[src/hdl/mrcms_pkg.sv]
`default_nettype none

package mrcms_pkg;

    localparam int MAX_ROWS   = 64;
    localparam int MAX_COLS   = 64;
    localparam int DATA_WIDTH = 16;
    localparam int SUM_W      = 22;
    localparam int IDX_W      = 6;
    localparam int CNT_W      = 7;
    localparam int ADDR_W     = 3;
    localparam int CFG_W      = 32;

    // result queue
    localparam int FIFO_DEPTH = 3;
    localparam int FIFO_PTR_W = 2;
    localparam int FIFO_CNT_W = 2;

    // register index, taken from paddr[2]
    localparam logic REG_ROW_COUNT = 1'b0;
    localparam logic REG_COL_COUNT = 1'b1;

    // one result, best_row_sum in the low bits
    typedef struct packed {
        logic        [IDX_W-1:0] best_col;
        logic signed [SUM_W-1:0] best_col_sum;
        logic        [IDX_W-1:0] best_row;
        logic signed [SUM_W-1:0] best_row_sum;
    } t_result;

    // last usable index for a count register; zero acts as one, large values saturate
    function automatic logic [IDX_W-1:0] last_index(input logic [CNT_W-1:0] cnt,
                                                      input logic [CNT_W-1:0] max_cnt);
        logic [CNT_W-1:0] lim;
        lim = cnt;
        if (cnt == '0) begin
            lim = CNT_W'(1);
        end else if (cnt > max_cnt) begin
            lim = max_cnt;
        end
        last_index = IDX_W'(lim - CNT_W'(1));
    endfunction

endpackage

`default_nettype wire

[src/hdl/mrcms_out_fifo.sv]
`default_nettype none

module mrcms_out_fifo (
    input  wire                                  i_clk,
    input  wire                                  i_rst_n,
    input  wire                                  i_push,
    input  wire  mrcms_pkg::t_result             i_data,
    input  wire                                  i_pop,
    output logic                                 o_valid,
    output mrcms_pkg::t_result                   o_data,
    output logic [mrcms_pkg::FIFO_CNT_W-1:0]     o_count
);

    mrcms_pkg::t_result r_mem [mrcms_pkg::FIFO_DEPTH];
    logic [mrcms_pkg::FIFO_PTR_W-1:0] r_wr_ptr, n_wr_ptr;
    logic [mrcms_pkg::FIFO_PTR_W-1:0] r_rd_ptr, n_rd_ptr;
    logic [mrcms_pkg::FIFO_CNT_W-1:0] r_count,  n_count;
    logic                             w_pop;

    assign w_pop = i_pop && (r_count != '0);

    always_comb begin
        n_wr_ptr = r_wr_ptr;
        n_rd_ptr = r_rd_ptr;
        n_count  = r_count;
        if (i_push) begin
            n_wr_ptr = (r_wr_ptr == mrcms_pkg::FIFO_PTR_W'(mrcms_pkg::FIFO_DEPTH - 1)) ?
                       '0 : r_wr_ptr + mrcms_pkg::FIFO_PTR_W'(1);
        end
        if (w_pop) begin
            n_rd_ptr = (r_rd_ptr == mrcms_pkg::FIFO_PTR_W'(mrcms_pkg::FIFO_DEPTH - 1)) ?
                       '0 : r_rd_ptr + mrcms_pkg::FIFO_PTR_W'(1);
        end
        if (i_push && !w_pop) begin
            n_count = r_count + mrcms_pkg::FIFO_CNT_W'(1);
        end else if (!i_push && w_pop) begin
            n_count = r_count - mrcms_pkg::FIFO_CNT_W'(1);
        end
    end

    always_ff @(posedge i_clk) begin
        if (!i_rst_n) begin
            r_wr_ptr <= '0;
            r_rd_ptr <= '0;
            r_count  <= '0;
        end else begin
            r_wr_ptr <= n_wr_ptr;
            r_rd_ptr <= n_rd_ptr;
            r_count  <= n_count;
        end
    end

    always_ff @(posedge i_clk) begin
        if (i_push) begin
            r_mem[r_wr_ptr] <= i_data;
        end
    end

    assign o_valid = (r_count != '0);
    assign o_data  = r_mem[r_rd_ptr];
    assign o_count = r_count;

endmodule

`default_nettype wire

[src/hdl/matrix_row_column_max_sum.sv]
// A matrix result is valid once it is pushed from stage 1 into the result queue.
// Throughput: one element per cycle while ready is high; the column accumulator RAM is
//   read on accept, written back the cycle after, with a bypass for back-to-back hits.
// Input ready drops only while the three-entry result queue could overflow.
// Reset (synchronous, active low): row_count = 6, col_count = 7, positions and sums zero.
// No clearing pass: row-0 elements overwrite the column accumulators.
`default_nettype none

module matrix_row_column_max_sum (
    input  wire                                  i_clk,
    input  wire                                  i_rst_n,
    // element stream
    input  wire                                  i_s_tvalid,
    output logic                                 o_s_tready,
    input  wire  [15:0]                          i_s_tdata,   // [15:0] element
    // result stream
    output logic                                 o_m_tvalid,
    input  wire                                  i_m_tready,
    output logic [55:0]                          o_m_tdata,   // [21:0] best_row_sum,
                                                              // [27:22] best_row,
                                                              // [49:28] best_col_sum,
                                                              // [55:50] best_col
    // register port
    input  wire                                  i_psel,
    input  wire                                  i_penable,
    input  wire                                  i_pwrite,
    input  wire  [mrcms_pkg::ADDR_W-1:0]         i_paddr,
    input  wire  [mrcms_pkg::CFG_W-1:0]          i_pwdata,
    output logic [mrcms_pkg::CFG_W-1:0]          o_prdata,
    output logic                                 o_pready
);

    localparam int SW = mrcms_pkg::SUM_W;
    localparam int IW = mrcms_pkg::IDX_W;
    localparam int CW = mrcms_pkg::CNT_W;
    localparam int DW = mrcms_pkg::DATA_WIDTH;

    // ---------------- register port ----------------
    logic [CW-1:0] r_row_count;
    logic [CW-1:0] r_col_count;
    logic          w_cfg_wr;

    assign o_pready = 1'b1;
    assign w_cfg_wr = i_psel && i_penable && i_pwrite && o_pready;

    always_ff @(posedge i_clk) begin
        if (!i_rst_n) begin
            r_row_count <= CW'(6);
            r_col_count <= CW'(7);
        end else if (w_cfg_wr) begin
            case (i_paddr[2])
                mrcms_pkg::REG_ROW_COUNT: r_row_count <= i_pwdata[CW-1:0];
                mrcms_pkg::REG_COL_COUNT: r_col_count <= i_pwdata[CW-1:0];
                default:                  r_row_count <= r_row_count;
            endcase
        end
    end

    always_comb begin
        case (i_paddr[2])
            mrcms_pkg::REG_ROW_COUNT: o_prdata = {{(mrcms_pkg::CFG_W-CW){1'b0}}, r_row_count};
            mrcms_pkg::REG_COL_COUNT: o_prdata = {{(mrcms_pkg::CFG_W-CW){1'b0}}, r_col_count};
            default:                  o_prdata = '0;
        endcase
    end

    // clamped last indices
    logic [IW-1:0] w_rows_last;
    logic [IW-1:0] w_cols_last;

    assign w_rows_last = mrcms_pkg::last_index(r_row_count, CW'(mrcms_pkg::MAX_ROWS));
    assign w_cols_last = mrcms_pkg::last_index(r_col_count, CW'(mrcms_pkg::MAX_COLS));

    // ---------------- stage 0: accept, address, RAM read ----------------
    logic          w_accept;
    logic [IW-1:0] r_row_pos;
    logic [IW-1:0] r_col_pos;

    // stage 1 pipeline register
    logic                 r_s1_valid;
    logic [IW-1:0]        r_s1_col;
    logic [IW-1:0]        r_s1_row;
    logic signed [DW-1:0] r_s1_elem;
    logic                 r_s1_row0;
    logic                 r_s1_last_row;
    logic                 r_s1_row_end;

    // column accumulators
    logic signed [SW-1:0] r_col_mem [mrcms_pkg::MAX_COLS];
    logic signed [SW-1:0] r_rd_data;

    // write-back bypass: the read in the same cycle as a write misses it
    logic                 r_byp_valid;
    logic [IW-1:0]        r_byp_addr;
    logic signed [SW-1:0] r_byp_data;

    logic signed [SW-1:0] r_row_sum;
    logic signed [SW-1:0] r_best_row_sum;
    logic [IW-1:0]        r_best_row;
    logic signed [SW-1:0] r_best_col_sum;
    logic [IW-1:0]        r_best_col;

    logic [mrcms_pkg::FIFO_CNT_W-1:0] w_fifo_count;
    logic                             w_final_pending;
    logic                             w_push;
    mrcms_pkg::t_result               w_push_data;
    mrcms_pkg::t_result               w_pop_data;

    // a matrix-closing element in stage 1 still needs a queue slot
    assign w_final_pending = r_s1_valid && r_s1_row_end && r_s1_last_row;
    assign o_s_tready = ({1'b0, w_fifo_count} + {2'b00, w_final_pending}) <= 3'd2;
    assign w_accept   = i_s_tvalid && o_s_tready;

    always_ff @(posedge i_clk) begin
        if (!i_rst_n) begin
            r_row_pos  <= '0;
            r_col_pos  <= '0;
            r_s1_valid <= 1'b0;
        end else if (w_cfg_wr) begin
            // a register write drops the matrix in progress
            r_row_pos  <= '0;
            r_col_pos  <= '0;
            r_s1_valid <= 1'b0;
        end else begin
            r_s1_valid <= w_accept;
            if (w_accept) begin
                if (r_col_pos == w_cols_last) begin
                    r_col_pos <= '0;
                    r_row_pos <= (r_row_pos == w_rows_last) ? '0 : r_row_pos + IW'(1);
                end else begin
                    r_col_pos <= r_col_pos + IW'(1);
                end
            end
        end
    end

    always_ff @(posedge i_clk) begin
        if (w_accept) begin
            r_s1_col      <= r_col_pos;
            r_s1_row      <= r_row_pos;
            r_s1_elem     <= i_s_tdata[DW-1:0];
            r_s1_row0     <= (r_row_pos == '0);
            r_s1_last_row <= (r_row_pos == w_rows_last);
            r_s1_row_end  <= (r_col_pos == w_cols_last);
            r_rd_data     <= r_col_mem[r_col_pos];
        end
    end

    // ---------------- stage 1: accumulate, compare, write back ----------------
    logic signed [SW-1:0] w_elem;
    logic signed [SW-1:0] w_old_col;
    logic signed [SW-1:0] w_col_sum;
    logic signed [SW-1:0] w_row_sum;
    logic                 w_take_col;
    logic                 w_take_row;
    logic signed [SW-1:0] n_best_row_sum;
    logic [IW-1:0]        n_best_row;
    logic signed [SW-1:0] n_best_col_sum;
    logic [IW-1:0]        n_best_col;

    assign w_elem = {{(SW-DW){r_s1_elem[DW-1]}}, r_s1_elem};

    always_comb begin
        // row 0 starts every column from zero
        if (r_s1_row0) begin
            w_old_col = '0;
        end else if (r_byp_valid && (r_byp_addr == r_s1_col)) begin
            w_old_col = r_byp_data;
        end else begin
            w_old_col = r_rd_data;
        end
    end

    assign w_col_sum = w_old_col + w_elem;
    assign w_row_sum = r_row_sum + w_elem;

    // first one always taken, then only strictly greater
    assign w_take_col = r_s1_valid && r_s1_last_row &&
                        ((r_s1_col == '0) || (w_col_sum > r_best_col_sum));
    assign w_take_row = r_s1_valid && r_s1_row_end &&
                        (r_s1_row0 || (w_row_sum > r_best_row_sum));

    assign n_best_col_sum = w_take_col ? w_col_sum : r_best_col_sum;
    assign n_best_col     = w_take_col ? r_s1_col  : r_best_col;
    assign n_best_row_sum = w_take_row ? w_row_sum : r_best_row_sum;
    assign n_best_row     = w_take_row ? r_s1_row  : r_best_row;

    always_ff @(posedge i_clk) begin
        if (!i_rst_n) begin
            r_row_sum      <= '0;
            r_best_row_sum <= '0;
            r_best_row     <= '0;
            r_best_col_sum <= '0;
            r_best_col     <= '0;
            r_byp_valid    <= 1'b0;
        end else if (w_cfg_wr) begin
            r_row_sum      <= '0;
            r_best_row_sum <= '0;
            r_best_row     <= '0;
            r_best_col_sum <= '0;
            r_best_col     <= '0;
            r_byp_valid    <= 1'b0;
        end else begin
            r_byp_valid <= r_s1_valid;
            if (r_s1_valid) begin
                r_row_sum      <= r_s1_row_end ? '0 : w_row_sum;
                r_best_row_sum <= n_best_row_sum;
                r_best_row     <= n_best_row;
                r_best_col_sum <= n_best_col_sum;
                r_best_col     <= n_best_col;
            end
        end
    end

    always_ff @(posedge i_clk) begin
        if (r_s1_valid) begin
            r_col_mem[r_s1_col] <= w_col_sum;
            r_byp_addr          <= r_s1_col;
            r_byp_data          <= w_col_sum;
        end
    end

    // ---------------- result queue ----------------
    assign w_push = w_final_pending;

    always_comb begin
        w_push_data.best_row_sum = n_best_row_sum;
        w_push_data.best_row     = n_best_row;
        w_push_data.best_col_sum = n_best_col_sum;
        w_push_data.best_col     = n_best_col;
    end

    mrcms_out_fifo u_out_fifo (
        .i_clk   (i_clk),
        .i_rst_n (i_rst_n),
        .i_push  (w_push),
        .i_data  (w_push_data),
        .i_pop   (i_m_tready),
        .o_valid (o_m_tvalid),
        .o_data  (w_pop_data),
        .o_count (w_fifo_count)
    );

    assign o_m_tdata = w_pop_data;

endmodule

`default_nettype wire

[config.mk]
export PLATFORM = sky130hd
export DESIGN_NAME = matrix_row_column_max_sum
export DESIGN_NICKNAME = d
export VERILOG_FILES = /design/src/hdl/mrcms_pkg.sv /design/src/hdl/mrcms_out_fifo.sv /design/src/hdl/matrix_row_column_max_sum.sv
export SDC_FILE = /design/constraint.sdc
export NUM_CORES = 2
export LEC_CHECK = 0
export BUFFER_PORTS_ARGS = -buffer_cell sky130_fd_sc_hd__buf_2
export CAP_MARGIN = 20
export CORE_MARGIN = 1
export CORE_UTILIZATION = 34
export CTS_BUF_LIST = sky130_fd_sc_hd__clkbuf_16
export DETAILED_ROUTE_END_ITERATION = 7
export PLACE_DENSITY_LB_ADDON = 0.1
export SLEW_MARGIN = 30
export SYNTH_ARGS = -nofsm -noshare
export SYNTH_HDL_FRONTEND = slang
export SYNTH_SLANG_ARGS = --single-unit
[constraint.sdc]
create_clock -name i_clk -period 11.2 [get_ports i_clk]
set_clock_uncertainty 0.05 [all_clocks]
set_input_delay 1.12 -clock i_clk [delete_from_list [all_inputs] [get_ports i_clk]]
set_output_delay 1.12 -clock i_clk [all_outputs]
set_load 0.02 [all_outputs]
==> out/summary.txt <==
Fin area -> 82,800 um2
Final min period -> 8.11 ns
I/O pin cnt -> 149
Vias in the first global route -> 35,300
Standard-cell rows -> 167
First-pass GRT wire length -> 271 mm
Mapped Cells -> 3,588
Synth area leader -> edfxtp_1
Ys async rst share -> 0
Commonest non-fill, non-tap cell in the layout -> edfxtp_1
Sw Ratio -> 0.255
Clock tree buffer depth -> 3
Max-cap viol count -> 0
EDFF count, synth -> 1,657
Peak VDD IR -> 0.137 mV
Hold path cells -> 1
Int Pwr -> 11.7 mW
Initial antenna violation count -> 19
Final period utilization -> 0.724
# setup viols final -> 0
Inserted Clock Buffers -> 194
Worst-Margin Slew -> 0.991 ns
Netlist cell types -> 71
Cells on worst reg2reg path -> 23
Antenna Nets Post-Route -> 0
GPL Wtd Cong -> 0.769
Clock slew seen by the registers of the worst setup and hold paths -> 0.06 ns
Highest net fanout along the worst path -> 67
Status -> finished, final reports clean
Seq/Total Area, Yosys -> 0.732
PortBufs -> 95
Gates resized, CTS repair -> 0
Worst Setup Start Kind -> register
Crit Path Category -> register to register
Synthesized area -> 71,100 um2
Clock power share -> 0.378
Sequential power share -> 0.488
Largest net degree at the start of global routing -> 122
Final slew viol count -> 0
Pwr Density -> 190 nW/um2
CTS sink cnt -> 1,771
Drt first pass iters -> 5
Instance area after placement -> 76,900 um2
Synth Flop Type -> edfxtp_1
Combinational power share -> 0.134
Post-DP HPWL -> 114 mm
RSZ-0062 raised after global routing -> no
Die Ht -> 459 um
Root Driver -> clkbuf_16
Routed WL -> 191 mm
CTS tree -> done
Avg WL per Cell -> 28.1 um
Postcts setup bufs -> 0
Vias per cell -> 5.11
CP Capture Type -> register
Die width -> 459 um
Leakage -> 26.0 nW
DR DRC count -> 0
Initial DRC count -> 2,888
Endpoints failing hold -> 0
Core area -> 207,000 um2
Dominant cells by area after synthesis -> edfxtp_1, mux4_2, dfxtp_1
Number of H-tree levels -> 4
Critical Path RT -> 11.71 ns
GRT Overall Usage -> 0.181
Synth warn -> 0
Layout cells sized above 1 -> 0.279
Most frequent cells in the layout -> edfxtp_1, mux4_2, clkbuf_16
Via count -> 34,700
Fmax -> 123 MHz
Slew HR -> 0.339
Area grow syn2layout -> 16.4%
Hold Buf Count CTS -> 0
Final nets -> 3,990
Hold crit path type -> input pin to register
Area share of the largest cell type after synthesis -> 0.700
Sw power -> 4.01 mW
Full die area -> 211,000 um2
WP data arrival -> 8.61 ns
Yosys reg bits -> 1,771
Setup tns final -> 0 ns
Mean Syn Cell Area -> 19.8 um2
Clock Latency Late Sink -> 0.84 ns
Initial Utilization -> 0.343
GRT Residual Overflow -> 0
cell usage after synthesis (22+ instances only):
| master | n |
|---|---|
| a21o_1 | 22 |
| a21oi_1 | 70 |
| and2_1 | 58 |
| buf_2 | 39 |
| buf_4 | 26 |
| clkbuf_1 | 114 |
| dfxtp_1 | 114 |
| edfxtp_1 | 1657 |
| ha_1 | 95 |
| inv_1 | 62 |
| mux2_2 | 65 |
| mux2i_1 | 82 |
| mux4_2 | 462 |
| nand2_1 | 132 |
| nand3_1 | 25 |
| nor2_1 | 146 |
| nor2b_1 | 39 |
| nor3_1 | 29 |
| o21ai_0 | 88 |
| xnor2_1 | 33 |
| xor2_1 | 25 |
power groups by stage:
| stage | combinational [mW] | clock (mW) | sequential, mW |
|---|---|---|---|
| finish | 2.11 | 5.95 | 7.67 |
| global route | 2.28 | 6.35 | 7.68 |
| CTS | 2.17 | 6.12 | 7.67 |
| detailed placement | 2.17 | 0 | 7.81 |
| global placement | 2.15 | 0 | 7.81 |
| floorplan | 1.37 | 0 | 7.75 |
worst max-delay path, cell delays in order, from the launching register on:
cell and delay, ns:
edfxtp_1 0.76, xor2_1 0.21, nor4_4 0.31, buf_4 0.38, mux2i_1 0.29, nor2_1 0.07
ha_2 0.21, fa_2 0.42, a211oi_1 0.36, o21a_1 0.21, o31ai_1 0.16, a41oi_1 0.64
nor4bb_1 0.12, a311o_2 0.33, buf_4 0.35, ha_1 0.41, nand4_1 0.14, nor4_1 0.44
o31a_1 0.25, nor3_1 0.07, mux2i_1 0.14, o21ai_2 0.56, buf_4 0.41, mux2_2 0.42
final timing paths:
kind,startpoint,endpoint,slack [ns]
worst max-delay path,r_s1_col[1]$_DFFE_PP_,u_out_fifo.r_mem[1][32]$_DFFE_PP_,3.09
worst min register to register,r_row_sum[0]$_SDFFE_PP0P_,r_row_sum[0]$_SDFFE_PP0P_,0.43
worst max register to register,r_s1_col[1]$_DFFE_PP_,u_out_fifo.r_mem[1][32]$_DFFE_PP_,3.09
worst min-delay path,i_s_tdata[8],r_s1_elem[8]$_DFFE_PP_,0.42
registers in the layout (all words and copies together) (netlist names), 7 cells and up, named ones only:
register	count
r_best_row_sum	22
r_best_col_sum	22
r_col_mem	1408
u_out_fifo.r_mem	168
r_byp_data	22
r_row_sum	22
r_rd_data	22
r_row_count	7
r_s1_elem	16
r_col_count	7
metrics by stage:
stage / worst slack (ns) / util / hold WS [ns] / total power, mW / cells
6_report: 3.09 / 0.399 / 0.422 / 15.7 / 6799
5_1_grt: 2.46 / 0.399 / 0.373 / 16.3 / 6783
4_1_cts: 3.02 / 0.399 / 0.343 / 16.0 / 6782
3_5_place_dp: 3.10 / 0.370 / 0.425 / 9.98 / 6427
3_3_place_gp: 3.10 / 0.364 / 0.408 / 9.96 / 6381
2_1_floorplan: 1.29 / - / 0.356 / 9.12 / 3612
metal layers:
| metal | vias to the layer above | GRT usage | routed length [um] |
|---|---|---|---|
| met3 | 226 | 0.0285 | 9100 |
| met4 | 0 | 0.0444 | 3680 |
| met1 | 18600 | 0.252 | 85700 |
| met2 | 801 | 0.298 | 92600 |
| li1 | 15100 | - | - |
| met5 | - | 0 | 0 |
logic make-up (layout without fill, tap and decap cells):
logic type	count (synthesis)	after routing	synth area share
simple gates	514	514	0.0356
mux	609	609	0.168
flops	1771	1771	0.732
compound gates	275	275	0.0239
fa+ha+maj	97	97	0.0173
buf+inv	262	644	0.0159
xor+xnor	58	58	0.00714
other cells	2	43	0.000106
layout make-up:
type / instances / area, um2
fillers: 18600 / 125000
repair buffers: 227 / 2400
clock buffers: 199 / 4980
inverters: 62 / 233
flip-flops and latches: 1771 / 52100
diodes: 17 / 42.5
well taps: 2788 / 3490
clock inverters: 156 / 913
multi-input cells: 1579 / 18700
Note: power is estimated with default switching activity, not from simulation.
